`config.mk`:
```
export PLATFORM = sky130hd
export DESIGN_NAME = drag_oscillator_midpoint_step_unit
export DESIGN_NICKNAME = d
export VERILOG_FILES = /design/src/sv/dosc_pkg.sv /design/src/sv/drag_oscillator_midpoint_step_unit.sv /design/src/sv/dosc_cfg.sv /design/src/sv/dosc_ctrl.sv /design/src/sv/dosc_dp.sv
export SDC_FILE = /design/constraint.sdc
export NUM_CORES = 2
export LEC_CHECK = 0
export ABC_AREA = 1
export BUFFER_PORTS_ARGS = -buffer_cell sky130_fd_sc_hd__buf_2
export CAP_MARGIN = 20
export CORE_MARGIN = 2
export CORE_UTILIZATION = 50
export DETAILED_ROUTE_END_ITERATION = 6
export PLACE_DENSITY_LB_ADDON = 0.3
export SYNTH_ARGS = -nofsm -noshare
export SYNTH_HDL_FRONTEND = slang
export SYNTH_SLANG_ARGS = --single-unit
```
`constraint.sdc`:
```
create_clock -name clk -period 13 [get_ports clk]
set_clock_uncertainty 0.05 [all_clocks]
set_input_delay 3.25 -clock clk [delete_from_list [all_inputs] [get_ports clk]]
set_output_delay 3.25 -clock clk [all_outputs]
set_load 0.05 [all_outputs]
```
`src/sv/dosc_pkg.sv`:
```
// ----------------------------------------------------------------------------
// dosc_pkg
// Shared types, constants and the step microcode for the drag oscillator
// midpoint step unit.
// ----------------------------------------------------------------------------
package dosc_pkg;

	localparam int VALUE_W   = 32;
	localparam int FRAC_BITS = 16;
	localparam int PROD_W    = 2 * VALUE_W + 1;

	localparam logic signed [VALUE_W-1:0] VAL_MAX = {1'b0, {(VALUE_W-1){1'b1}}};
	localparam logic signed [VALUE_W-1:0] VAL_MIN = {1'b1, {(VALUE_W-1){1'b0}}};

	// Rounding constants: half an LSB of the shifted product
	localparam logic [PROD_W-1:0] RND_FULL = PROD_W'(1) << (FRAC_BITS - 1);
	localparam logic [PROD_W-1:0] RND_HALF = PROD_W'(1) << FRAC_BITS;

	// Register reset values
	localparam logic [31:0]        RST_DRAG      = 32'd3277;
	localparam logic [31:0]        RST_STIFF     = 32'd65536;
	localparam logic [15:0]        RST_DT        = 16'd655;
	localparam logic signed [31:0] RST_START_POS = 32'sd655360;
	localparam logic signed [31:0] RST_START_VEL = 32'sd65536;
	localparam logic [30:0]        RST_THRESH    = 31'd19661;

	// Register indexes (byte address / 4)
	localparam logic [2:0] REG_DRAG      = 3'd0;
	localparam logic [2:0] REG_STIFF     = 3'd1;
	localparam logic [2:0] REG_DT        = 3'd2;
	localparam logic [2:0] REG_START_POS = 3'd3;
	localparam logic [2:0] REG_START_VEL = 3'd4;
	localparam logic [2:0] REG_THRESH    = 3'd5;

	localparam int          NUM_OPS = 10;
	localparam logic [3:0]  OP_LAST = 4'(NUM_OPS - 1);

	typedef struct packed {
		logic [31:0]        drag_coef;
		logic [31:0]        stiffness_coef;
		logic [15:0]        time_step;
		logic signed [31:0] start_position;
		logic signed [31:0] start_velocity;
		logic [30:0]        settle_threshold;
	} cfg_t;

	typedef enum logic [1:0] {
		ST_IDLE,
		ST_MUL,
		ST_FIN,
		ST_DONE
	} state_t;

	typedef enum logic [2:0] {
		A_DT,
		A_DRAG,
		A_STIFF,
		A_V,
		A_VM
	} a_sel_t;

	typedef enum logic [2:0] {
		B_T,
		B_X,
		B_XM,
		B_V,
		B_VM
	} b_sel_t;

	typedef enum logic [2:0] {
		D_T,
		D_VM,
		D_XM,
		D_V,
		D_X
	} dst_t;

	typedef enum logic [1:0] {
		BS_ZERO,
		BS_T,
		BS_V,
		BS_X
	} base_sel_t;

	typedef struct packed {
		a_sel_t    a_sel;
		b_sel_t    b_sel;
		logic      b_abs;      // B operand is |value| clamped to VAL_MAX
		logic      half_step;  // shift by FRAC_BITS+1 instead of FRAC_BITS
		base_sel_t base_sel;
		logic      sub;        // dest = base - product, else base + product
		dst_t      dst;
	} op_t;

	typedef struct packed {
		logic load_start;
		logic mul_en;
		logic fin_en;
		logic out_load;
		op_t  op;
	} dp_cmd_t;

	// One midpoint step as ten multiply / accumulate operations
	function automatic op_t op_table(input logic [3:0] idx);
		op_t o;
		o = '{A_DT, B_T, 1'b0, 1'b0, BS_ZERO, 1'b0, D_T};
		unique case (idx)
			4'd0: o = '{A_V,     B_V,  1'b1, 1'b0, BS_ZERO, 1'b0, D_T};  // v*|v|
			4'd1: o = '{A_DRAG,  B_T,  1'b0, 1'b0, BS_ZERO, 1'b1, D_T};  // -drag term
			4'd2: o = '{A_STIFF, B_X,  1'b0, 1'b0, BS_T,    1'b1, D_T};  // accel
			4'd3: o = '{A_DT,    B_T,  1'b0, 1'b1, BS_V,    1'b0, D_VM}; // v mid
			4'd4: o = '{A_DT,    B_V,  1'b0, 1'b1, BS_X,    1'b0, D_XM}; // x mid
			4'd5: o = '{A_VM,    B_VM, 1'b1, 1'b0, BS_ZERO, 1'b0, D_T};
			4'd6: o = '{A_DRAG,  B_T,  1'b0, 1'b0, BS_ZERO, 1'b1, D_T};
			4'd7: o = '{A_STIFF, B_XM, 1'b0, 1'b0, BS_T,    1'b1, D_T};  // accel at mid
			4'd8: o = '{A_DT,    B_T,  1'b0, 1'b0, BS_V,    1'b0, D_V};  // new v
			4'd9: o = '{A_DT,    B_VM, 1'b0, 1'b0, BS_X,    1'b0, D_X};  // new x
			default: o = '{A_DT, B_T, 1'b0, 1'b0, BS_ZERO, 1'b0, D_T};
		endcase
		return o;
	endfunction

	function automatic logic [VALUE_W-1:0] mag(input logic signed [VALUE_W-1:0] a);
		return a[VALUE_W-1] ? VALUE_W'(-a) : VALUE_W'(a);
	endfunction

endpackage

```
`src/sv/drag_oscillator_midpoint_step_unit.sv`:
```
// ----------------------------------------------------------------------------
// drag_oscillator_midpoint_step_unit
// Mass-spring oscillator with quadratic drag, one midpoint (RK2) step per
// transaction, signed Q16.16 state with saturating arithmetic.
// ----------------------------------------------------------------------------
//  Channel   Dir  Payload
//  s_axis    in   tdata[0] restart
//  m_axis    out  tdata[31:0] position_out, [63:32] velocity_out, [64] settled
//  apb       in   six registers at 0x00..0x14, write and read back
//
// A step runs through the accept cycle, ten multiply/accumulate operations
// (a multiply state and a finish state each) on the single shared 32x32
// multiplier, and the output load; output valid is registered after the load.
// A restart loads the start values on accept and goes straight to the load.
// Reset loads the start values into the state.
// The next input is taken while a result still waits in the output register;
// the unit then holds with a finished step until m_axis_tready frees it.
// ----------------------------------------------------------------------------
module drag_oscillator_midpoint_step_unit import dosc_pkg::*; (
	input  logic        clk,
	input  logic        arst_n,
	input  logic        s_axis_tvalid,
	output logic        s_axis_tready,
	input  logic [7:0]  s_axis_tdata,   // [0] restart
	output logic        m_axis_tvalid,
	input  logic        m_axis_tready,
	output logic [71:0] m_axis_tdata,   // [31:0] position_out, [63:32] velocity_out, [64] settled
	input  logic        psel,
	input  logic        penable,
	input  logic        pwrite,
	input  logic [4:0]  paddr,
	input  logic [31:0] pwdata,
	output logic [31:0] prdata,
	output logic        pready
);

	cfg_t    cfg;
	dp_cmd_t cmd;
	logic    out_free;

	dosc_cfg u_cfg (
		.clk     (clk),
		.arst_n  (arst_n),
		.psel    (psel),
		.penable (penable),
		.pwrite  (pwrite),
		.paddr   (paddr),
		.pwdata  (pwdata),
		.prdata  (prdata),
		.pready  (pready),
		.cfg     (cfg)
	);

	dosc_ctrl u_ctrl (
		.clk           (clk),
		.arst_n        (arst_n),
		.s_axis_tvalid (s_axis_tvalid),
		.s_axis_tready (s_axis_tready),
		.restart       (s_axis_tdata[0]),
		.out_free      (out_free),
		.cmd           (cmd)
	);

	dosc_dp u_dp (
		.clk           (clk),
		.arst_n        (arst_n),
		.cmd           (cmd),
		.cfg           (cfg),
		.out_free      (out_free),
		.m_axis_tvalid (m_axis_tvalid),
		.m_axis_tready (m_axis_tready),
		.m_axis_tdata  (m_axis_tdata)
	);

endmodule

```
`src/sv/dosc_cfg.sv`:
```
// ----------------------------------------------------------------------------
// dosc_cfg
// APB register file for the oscillator coefficients and start values.
// ----------------------------------------------------------------------------
module dosc_cfg import dosc_pkg::*; (
	input  logic        clk,
	input  logic        arst_n,
	input  logic        psel,
	input  logic        penable,
	input  logic        pwrite,
	input  logic [4:0]  paddr,
	input  logic [31:0] pwdata,
	output logic [31:0] prdata,
	output logic        pready,
	output cfg_t        cfg
);

	cfg_t       cfg_q;
	logic       wr_en;
	logic [2:0] idx;

	assign pready = 1'b1;
	assign wr_en  = psel && penable && pwrite;
	assign idx    = paddr[4:2];
	assign cfg    = cfg_q;

	always_ff @(posedge clk or negedge arst_n) begin
		if (!arst_n) begin
			cfg_q.drag_coef        <= RST_DRAG;
			cfg_q.stiffness_coef   <= RST_STIFF;
			cfg_q.time_step        <= RST_DT;
			cfg_q.start_position   <= RST_START_POS;
			cfg_q.start_velocity   <= RST_START_VEL;
			cfg_q.settle_threshold <= RST_THRESH;
		end else if (wr_en) begin
			unique case (idx)
				REG_DRAG:      cfg_q.drag_coef        <= pwdata;
				REG_STIFF:     cfg_q.stiffness_coef   <= pwdata;
				REG_DT:        cfg_q.time_step        <= pwdata[15:0];
				REG_START_POS: cfg_q.start_position   <= $signed(pwdata);
				REG_START_VEL: cfg_q.start_velocity   <= $signed(pwdata);
				REG_THRESH:    cfg_q.settle_threshold <= pwdata[30:0];
				default: ;
			endcase
		end
	end

	always_comb begin
		unique case (idx)
			REG_DRAG:      prdata = cfg_q.drag_coef;
			REG_STIFF:     prdata = cfg_q.stiffness_coef;
			REG_DT:        prdata = {16'b0, cfg_q.time_step};
			REG_START_POS: prdata = cfg_q.start_position;
			REG_START_VEL: prdata = cfg_q.start_velocity;
			REG_THRESH:    prdata = {1'b0, cfg_q.settle_threshold};
			default:       prdata = '0;
		endcase
	end

endmodule

```
`src/sv/dosc_ctrl.sv`:
```
// ----------------------------------------------------------------------------
// dosc_ctrl
// Sequencer: steps the datapath through the ten operations of a midpoint
// step, or a reload on restart, then hands the result to the output register.
// ----------------------------------------------------------------------------
module dosc_ctrl import dosc_pkg::*; (
	input  logic    clk,
	input  logic    arst_n,
	input  logic    s_axis_tvalid,
	output logic    s_axis_tready,
	input  logic    restart,
	input  logic    out_free,
	output dp_cmd_t cmd
);

	state_t     state_q, state_d;
	logic [3:0] op_q;
	logic       accept;

	assign accept = s_axis_tvalid && (state_q == ST_IDLE);

	always_ff @(posedge clk or negedge arst_n) begin
		if (!arst_n) begin
			state_q <= ST_IDLE;
			op_q    <= '0;
		end else begin
			state_q <= state_d;
			if (accept)
				op_q <= '0;
			else if (state_q == ST_FIN)
				op_q <= op_q + 4'd1;
		end
	end

	always_comb begin
		state_d = state_q;
		unique case (state_q)
			ST_IDLE: begin
				if (s_axis_tvalid)
					state_d = restart ? ST_DONE : ST_MUL;
			end
			ST_MUL: state_d = ST_FIN;
			ST_FIN: state_d = (op_q == OP_LAST) ? ST_DONE : ST_MUL;
			ST_DONE: begin
				if (out_free)
					state_d = ST_IDLE;
			end
			default: state_d = ST_IDLE;
		endcase
	end

	always_comb begin
		s_axis_tready  = (state_q == ST_IDLE);
		cmd.load_start = accept && restart;
		cmd.mul_en     = (state_q == ST_MUL);
		cmd.fin_en     = (state_q == ST_FIN);
		cmd.out_load   = (state_q == ST_DONE) && out_free;
		cmd.op         = op_table(op_q);
	end

endmodule

```
`src/sv/dosc_dp.sv`:
```
// ----------------------------------------------------------------------------
// dosc_dp
// Datapath: state registers, one shared 32x32 multiplier with rounding,
// saturating accumulate and the output register.
// ----------------------------------------------------------------------------
module dosc_dp import dosc_pkg::*; (
	input  logic        clk,
	input  logic        arst_n,
	input  dp_cmd_t     cmd,
	input  cfg_t        cfg,
	output logic        out_free,
	output logic        m_axis_tvalid,
	input  logic        m_axis_tready,
	output logic [71:0] m_axis_tdata
);

	logic signed [VALUE_W-1:0] x_q, v_q, xm_q, vm_q, t_q;
	logic [VALUE_W-1:0]        a_mag, b_mag, b_raw_mag;
	logic signed [VALUE_W-1:0] b_val;
	logic                      a_neg, b_neg;
	logic [2*VALUE_W-1:0]      prod_raw;
	logic [PROD_W-1:0]         prod_rnd, prod_s1, shifted;
	logic                      neg_s1;
	logic [VALUE_W-1:0]        lim, msat;
	logic signed [VALUE_W:0]   term;
	logic signed [VALUE_W-1:0] base, result;
	logic signed [VALUE_W+1:0] sum;
	logic signed [VALUE_W-1:0] pos_q, vel_q;
	logic                      settled_q, valid_q, settled_now;

	// Operand select
	always_comb begin
		a_mag = '0;
		a_neg = 1'b0;
		unique case (cmd.op.a_sel)
			A_DT:    a_mag = VALUE_W'(cfg.time_step);
			A_DRAG:  a_mag = cfg.drag_coef;
			A_STIFF: a_mag = cfg.stiffness_coef;
			A_V: begin
				a_mag = mag(v_q);
				a_neg = v_q[VALUE_W-1];
			end
			A_VM: begin
				a_mag = mag(vm_q);
				a_neg = vm_q[VALUE_W-1];
			end
			default: ;
		endcase

		unique case (cmd.op.b_sel)
			B_T:     b_val = t_q;
			B_X:     b_val = x_q;
			B_XM:    b_val = xm_q;
			B_V:     b_val = v_q;
			B_VM:    b_val = vm_q;
			default: b_val = t_q;
		endcase
		b_raw_mag = mag(b_val);
		if (cmd.op.b_abs) begin
			// |most negative| does not fit: clamp to the positive limit
			b_mag = b_raw_mag[VALUE_W-1] ? VALUE_W'(VAL_MAX) : b_raw_mag;
			b_neg = 1'b0;
		end else begin
			b_mag = b_raw_mag;
			b_neg = b_val[VALUE_W-1];
		end
	end

	assign prod_raw = a_mag * b_mag;
	assign prod_rnd = {1'b0, prod_raw} + (cmd.op.half_step ? RND_HALF : RND_FULL);

	always_ff @(posedge clk) begin
		if (cmd.mul_en) begin
			prod_s1 <= prod_rnd;
			neg_s1  <= a_neg ^ b_neg;
		end
	end

	// Shift, saturate the signed product, then saturating add into the base
	always_comb begin
		shifted = cmd.op.half_step ? (prod_s1 >> (FRAC_BITS + 1)) : (prod_s1 >> FRAC_BITS);
		lim     = neg_s1 ? VALUE_W'(VAL_MIN) : VALUE_W'(VAL_MAX);
		msat    = (shifted > PROD_W'(lim)) ? lim : shifted[VALUE_W-1:0];
		term    = neg_s1 ? -$signed({1'b0, msat}) : $signed({1'b0, msat});

		unique case (cmd.op.base_sel)
			BS_ZERO: base = '0;
			BS_T:    base = t_q;
			BS_V:    base = v_q;
			BS_X:    base = x_q;
			default: base = '0;
		endcase

		if (cmd.op.sub)
			sum = (VALUE_W+2)'(base) - (VALUE_W+2)'(term);
		else
			sum = (VALUE_W+2)'(base) + (VALUE_W+2)'(term);

		if (sum > (VALUE_W+2)'(VAL_MAX))
			result = VAL_MAX;
		else if (sum < (VALUE_W+2)'(VAL_MIN))
			result = VAL_MIN;
		else
			result = sum[VALUE_W-1:0];
	end

	always_ff @(posedge clk or negedge arst_n) begin
		if (!arst_n) begin
			x_q <= RST_START_POS;
			v_q <= RST_START_VEL;
		end else if (cmd.load_start) begin
			x_q <= cfg.start_position;
			v_q <= cfg.start_velocity;
		end else if (cmd.fin_en) begin
			if (cmd.op.dst == D_X)
				x_q <= result;
			if (cmd.op.dst == D_V)
				v_q <= result;
		end
	end

	always_ff @(posedge clk) begin
		if (cmd.fin_en) begin
			unique case (cmd.op.dst)
				D_T:     t_q  <= result;
				D_VM:    vm_q <= result;
				D_XM:    xm_q <= result;
				default: ;
			endcase
		end
	end

	assign settled_now = (mag(x_q) < {1'b0, cfg.settle_threshold})
		&& (mag(v_q) < {1'b0, cfg.settle_threshold});

	// Output register
	always_ff @(posedge clk or negedge arst_n) begin
		if (!arst_n)
			valid_q <= 1'b0;
		else if (cmd.out_load)
			valid_q <= 1'b1;
		else if (m_axis_tready)
			valid_q <= 1'b0;
	end

	always_ff @(posedge clk) begin
		if (cmd.out_load) begin
			pos_q     <= x_q;
			vel_q     <= v_q;
			settled_q <= settled_now;
		end
	end

	assign out_free      = !valid_q || m_axis_tready;
	assign m_axis_tvalid = valid_q;
	assign m_axis_tdata  = {7'b0, settled_q, vel_q, pos_q};

endmodule

```
; After elaboration in Yosys (flattened, before gate mapping)
; Memory sizes are Yosys's and may differ from the RTL's.
; Index checks and enable logic that the tools add are counted.
[word_totals]
ff_bits = 473
latch_bits = 0
ram_bits = 0
mem_bits_ro = 224
inputBits = 52
output_inout_bits = 107
wordCells = 127
memories = 1
[mem_list]
columns = name, depth, width, rd, rd_clocked_by_memory_dff, write_ports, line
row1 = (name not given), 16, 14, 1, 0, 0, dosc_pkg.sv:107  ; unique case (idx)
[classes]
addsub = 9
n_mul = 1
n_div = 0
order_cmp = 5
eq_ne = 26
n_shift = 0
mux = 35
bitwise_logic = 1
n_reduce_logical = 30
[op_table]
columns = operator, count
row1 = 32-bit two-way mux, 15
row2 = 32-bit case mux with 4 select lines, 2
row3 = 32-bit case mux with 6 select lines, 1
row4 = 32-bit case mux with 5 select lines, 1
row5 = 32-bit negator, 4
row6 = 64-bit by 65-bit adder with 65-bit output, 1
row7 = 65-bit by 32-bit > comparator with 1-bit output, 1
row8 = 32-bit by 31-bit < comparator with 1-bit output, 2
row9 = 32-bit by 32-bit multiplier with 64-bit output, 1
row10 = 49-bit two-way mux, 1
row11 = 32-bit by 33-bit adder with 34-bit output, 1
row12 = "34-bit by 32-bit > comparator with 1-bit output, second input constant", 1
row13 = "34-bit by 32-bit < comparator with 1-bit output, second input constant", 1
row14 = 34-bit two-way mux, 1
row15 = 32-bit by 33-bit subtractor with 34-bit output, 1
row16 = 33-bit two-way mux, 1
row17 = 32-bit negator with 33-bit output, 1
row18 = 31-bit two-way mux, 1
row19 = "3-bit by 2-bit == test with 1-bit output, second input constant", 8
row20 = 2-bit AND reduction, 12
row21 = 17-bit two-way mux, 1
row22 = "3-bit == test, second input constant", 5
row23 = "3-bit by 1-bit == test with 1-bit output, second input constant", 4
row24 = 2-bit nonzero test, 5
row25 = other kinds (17), 35

; Longest topological paths before layout
; An unclocked memory read counts as a cell.
[logic_depth]
ltp_word = 14
depth_mapped = 66
depth_no_buf = 62

; Hierarchy
; From an unflattened synthesis, not the netlist that was laid out.
[hier_totals]
cells_unflattened = 8432
area_unflattened_um2 = 65241.3
[by_module_without_submodules]
columns = module, n_inst, cells_per_inst, area_per_inst_um2, seq_area_each_um2
row1 = dosc_dp, 1, 7215, 56030.0, 7966.4
row2 = dosc_cfg, 1, 1136, 8657.1, 4410.5
row3 = dosc_ctrl, 1, 81, 554.3, 150.1

; Worst setup path after synthesis
; OpenSTA, ideal clock, no wires.
[synth_path]
path_type = reg2reg
startpoint = register u_ctrl.op_q[0]
endpoint = register u_dp.prod_s1[57], data pin
setup_ns = 0.259
arrival_time_ns = 9.050
t_required_ns = 12.691
slack_ns = 3.641
path_stages_with_launch = 51
path_buffers = 2
period_less_slack_ns = 9.359
path_cell_list = dfrtp_1 inv_1 ha_1 nand2_1 nand2_1 nor2_4 inv_2 nand3_4 inv_2 buf_2 nand2_1 o2111ai_1 nor2_1 inv_1 nor2_1 nand2_1 nor2_4 nand3_2 [... 15 more ...] fa_1 inv_1 fa_1 fa_1 inv_1 fa_1 inv_1 ha_1 a21oi_1 o21a_1 inv_1 nor2_1 o31ai_1 a21oi_1 nand2_1 nand2_1 nand2_1 xor2_1
[synth_via]
elab_chain_len = 9
elab_cells_between_ends = 19
cone_classes = add/sub (2) / mul (1) / eq/ne (8) / mux (6) / reduce/logical (1) / memory (1)
[synth_rtl]
columns = element, line
row1 = start: declaration, dosc_ctrl.sv:17  ; logic [3:0] op_q;
row2 = start signal: assignment, dosc_ctrl.sv:31  ; op_q <= op_q + 4'd1;
row3 = memory read 16 x 14 bit (*), n/a
row4 = "3-bit == test, or another cell as far along", dosc_dp.sv:50  ; unique case (cmd.op.b_sel)
row5 = 32-bit case mux with 4 select lines, dosc_dp.sv:50
row6 = 32-bit negator, dosc_pkg.sv:124  ; return a[VALUE_W-1] ? VALUE_W'(-a) : VALUE_W'(a);
row7 = 32-bit two-way mux, dosc_pkg.sv:124
row8 = 31-bit two-way mux, dosc_dp.sv:61  ; b_mag = b_raw_mag[VALUE_W-1] ? VALUE_W'(VAL_MAX) : b_raw_mag;
row9 = 32-bit two-way mux, dosc_dp.sv:59  ; if (cmd.op.b_abs) begin
row10 = 32-bit by 32-bit multiplier with 64-bit output, dosc_dp.sv:69  ; assign prod_raw = a_mag * b_mag;
row11 = 64-bit by 65-bit adder with 65-bit output (*), dosc_dp.sv:70  ; assign prod_rnd = {1'b0, prod_raw} + (cmd.op.half_step ? RND_HALF : RND_FULL);
row12 = net u_dp.prod_rnd[57], dosc_dp.sv:22  ; logic [PROD_W-1:0] prod_rnd, prod_s1, shifted;
row13 = end signal: assignment, dosc_dp.sv:74  ; prod_s1 <= prod_rnd;
row14 = end: declaration, dosc_dp.sv:22
; Mark *: on every way through the listed nets, which the timed path passes. The rest lies on a longest branch.
; A chain may end at the register's enable or synchronous reset.

; Worst setup path in the final report
[layout_path]
startpoint = register u_dp.v_q[0]
endpoint = register u_dp.prod_s1[63], data pin
[layout_via]
elab_chain_len = 7
elab_cells_between_ends = 10
cone_classes = add/sub (3) / mul (1) / mux (6)
[layout_rtl]
columns = element, line
row1 = start: declaration, dosc_dp.sv:17  ; logic signed [VALUE_W-1:0] x_q, v_q, xm_q, vm_q, t_q;
row2 = start signal: assignment, dosc_dp.sv:113  ; v_q <= cfg.start_velocity;
row3 = start signal: assignment, dosc_dp.sv:118  ; v_q <= result;
row4 = 32-bit case mux with 4 select lines, dosc_dp.sv:50
row5 = 32-bit negator, dosc_pkg.sv:124
row6 = 32-bit two-way mux, dosc_pkg.sv:124
row7 = 31-bit two-way mux, dosc_dp.sv:61
row8 = 32-bit two-way mux, dosc_dp.sv:59
row9 = 32-bit by 32-bit multiplier with 64-bit output (*), dosc_dp.sv:69
row10 = 64-bit by 65-bit adder with 65-bit output (*), dosc_dp.sv:70
row11 = net u_dp.prod_rnd[63], dosc_dp.sv:22
; Marks and branches as above.

==> flow_summary_export.csv <==
group,metric,value,unit
outcome,outcome,"completed",
clocking,cts_root_buf,"clkbuf_16",
critical_path,worstPathRequired,13.36,ns
routing,viasPerCell,5.69,
worst_hold_path,hp-class,"reg -> reg",
yosys,yosysMostFrequentCell,"nand2_1",
routing,drc_errors,0,
sta,slew_viol_final,0,
die,start_util,0.502,
critical_path,cp.arrival,12.41,ns
layout,final_nets,9448,
routing,ant_nets,0,
critical_path,cpPeakStageDelay,0.68,ns
yosys,synth_seq_cells,457,
clocking,path_clk_slew,0.06,ns
yosys,synth_area_per_cell,7.94,sq um
critical_path,path_delay_family,"adder cells",
yosys,yosys-top-cells-area,"fa_1 (28%), nand2_1 (11%), inv_1 (10%)",
layout,fillers,12000,
yosys,ys_seq_area_frac,0.196,
placed_design,gp_congestion,0.991,
routing,wl,219,mm
yosys,async_flop_share,0.538,
yosys,synth_edf_count,211,
global_routing,grt_usage,0.339,
routing,firstDrtPassIters,6,
flow_run,cap_violations,0,
routing,initialDrtViolationCount,5960,
die,rows,131,
sta,setup_viol,0,
die,die_w,361,um
sta,relSlewSlack,0.214,
critical_path,cp-start-kind,"register",
global_routing,antenna_found_initial,4,
clocking,clkSinkCount,457,
clocking,cts_buffer_depth,3,
yosys,syn_area,63800,sq um
yosys,ys.flop_type,"dfrtp_1",
placed_design,io_buffers,141,
yosys,synth_cell_types,71,
die,core-area,127000,sq um
yosys,synthCells,8030,
clocking,cts_tree,"built",
die,die_y,361,um
clocking,cts_resized,0,
global_routing,grt_pass1_vias,56000,
clocking,clkLatencyLatePin,0.67,ns
sta,hold_viol,0,
die,die-area,130000,sq um
layout,register_area,12500,sq um
clocking,htreeDepth,2,
layout,multi_input_area,43400,sq um
routing,post_drt_wl_per_cell,22.4,um
worst_hold_path,min_from,"u_cfg.cfg[141]",
sta,period_needed,12.05,ns
layout,layout-drive-gt1-share,0.0758,
yosys,yosysTopAreaCellShare,0.282,
global_routing,grt-ovfl-total,0,
global_routing,grt_pass1_wl,335,mm
yosys,synth_commonest_cells,"nand2_1 (1944), inv_1 (1717), fa_1 (900), nor2_1 (611), ha_1 (426)",
yosys,yosysWarnings,0,
sta,fin_crit_sh,0.927,
die,ios,159,
yosys,yosys.area.top_type,"fa_1",
sta,tightest_slew,1.18,ns
clocking,post_cts_buffers,0,
clocking,postCtsHoldBufs,0,
critical_path,crit_type,"reg -> reg",
critical_path,reg2reg_depth,39,
critical_path,endpoint_kind,"register",
sta,rsz0062_at_grt,"no",
critical_path,r2r-start,"u_dp.v_q[0]",
sta,fmax,83.0,MHz
critical_path,cp_num_cells,39,
clocking,cts_buffers,52,
critical_path,critPathLaunch,"u_dp.v_q[0]",
critical_path,path_buf_inv,10,
routing,vias,55600,
placed_design,dp_hpwl,177,mm
critical_path,crit_slowest_cell,"nor4_1",
global_routing,grt_max_degree,105,
sta,fin_tns_setup,0,ns
layout,area_growth,7.13,%
worst_hold_path,hold_depth,2,
critical_path,cp_max_fo,11,
[worst register-to-register path: cells and delay by family, from the launching register on]
family          cells  cell delay, ns
compound gates      6            1.49
xor+xnor            1            0.24
fa+ha+maj          10            4.64
buf+inv            10            1.48
flops               1            0.50
simple gates       12            3.42
[sequential cells by signal, indices dropped and copies added (netlist names)]
| signal | flops |
|---|---|
| u_cfg.cfg | 175 |
| u_dp.prod_s1 | 49 |
| u_dp.pos_q | 32 |
| u_dp.t_q | 32 |
| u_dp.v_q | 32 |
| u_dp.vel_q | 32 |
| u_dp.vm_q | 32 |
| u_dp.x_q | 32 |
| u_dp.xm_q | 32 |
| u_ctrl.op_q | 4 |
| u_ctrl.state_q | 2 |
| u_dp.m_axis_tvalid | 1 |
| u_dp.neg_s1 | 1 |
| u_dp.settled_q | 1 |
[logic make-up after synthesis]
group,share of synthesized area
flip-flops,0.196
buffers and inverters,0.127
other,0.000118
adder cells (fa/ha/maj),0.366
XOR/XNOR,0.0253
AO/OA/AOI/OAI,0.0878
AND/OR/NAND/NOR,0.198
[placed cells by master (no fill, tap or decap), types with 140 or more instances in the layout]
cell      count
a21oi_1     227
buf_2       140
buf_4       159
dfrtp_1     218
edfxtp_1    211
fa_1        900
ha_1        426
inv_1      1717
nand2_1    1938
nand3_1     215
nor2_1      601
o21ai_0     349
xor2_1      140
[worst paths after layout]
check / slack, ns / end
setup / recovery: 0.95 / u_dp.prod_s1[63]
hold / removal: 0.44 / u_cfg.cfg[141]
setup reg to reg: 0.95 / u_dp.prod_s1[63]
hold reg to reg: 0.44 / u_cfg.cfg[141]
max in group asynchronous: 7.82 / u_cfg.cfg[34]
min in group asynchronous: 2.60 / u_cfg.cfg[26]
[cell type report]
| type | instances | area share |
|---|---|---|
| sequential | 457 | 0.183 |
| multi-input combinational | 5499 | 0.635 |
| tap | 1662 | 0.0304 |
| antenna | 3 | 0.000110 |
| inverter | 1756 | 0.0965 |
| clock buffer | 74 | 0.0219 |
| clock inverter | 24 | 0.00346 |
| timing repair buffer | 304 | 0.0291 |
[through the flow]
| stage | hold slack (ns) | worst slack, ns | utilization | instances | cell area (sq um) |
|---|---|---|---|---|---|
| 5_1_grt | 0.469 | 0.383 | 0.538 | 9776 | 68300 |
| 3_3_place_gp | 0.417 | 1.45 | 0.524 | 9674 | 66500 |
| 6_report | 0.440 | 0.954 | 0.538 | 9779 | 68300 |
| 2_1_floorplan | 0.376 | 3.64 | - | 8036 | 63800 |
| 3_5_place_dp | 0.427 | 1.38 | 0.524 | 9675 | 66500 |
| 4_1_cts | 0.443 | 1.31 | 0.537 | 9773 | 68300 |
[metal layers]
layer  share of wire  wire length, um  GRT usage
met5         0.00020               44          0
met4           0.062            13600      0.171
met3            0.11            23300     0.0719
met2            0.45            97900      0.533
met1            0.38            84300      0.443
Power is left out: the tool's default activity adds up to more than one toggle a clock period on the data nets, which glitch-free logic cannot reach.
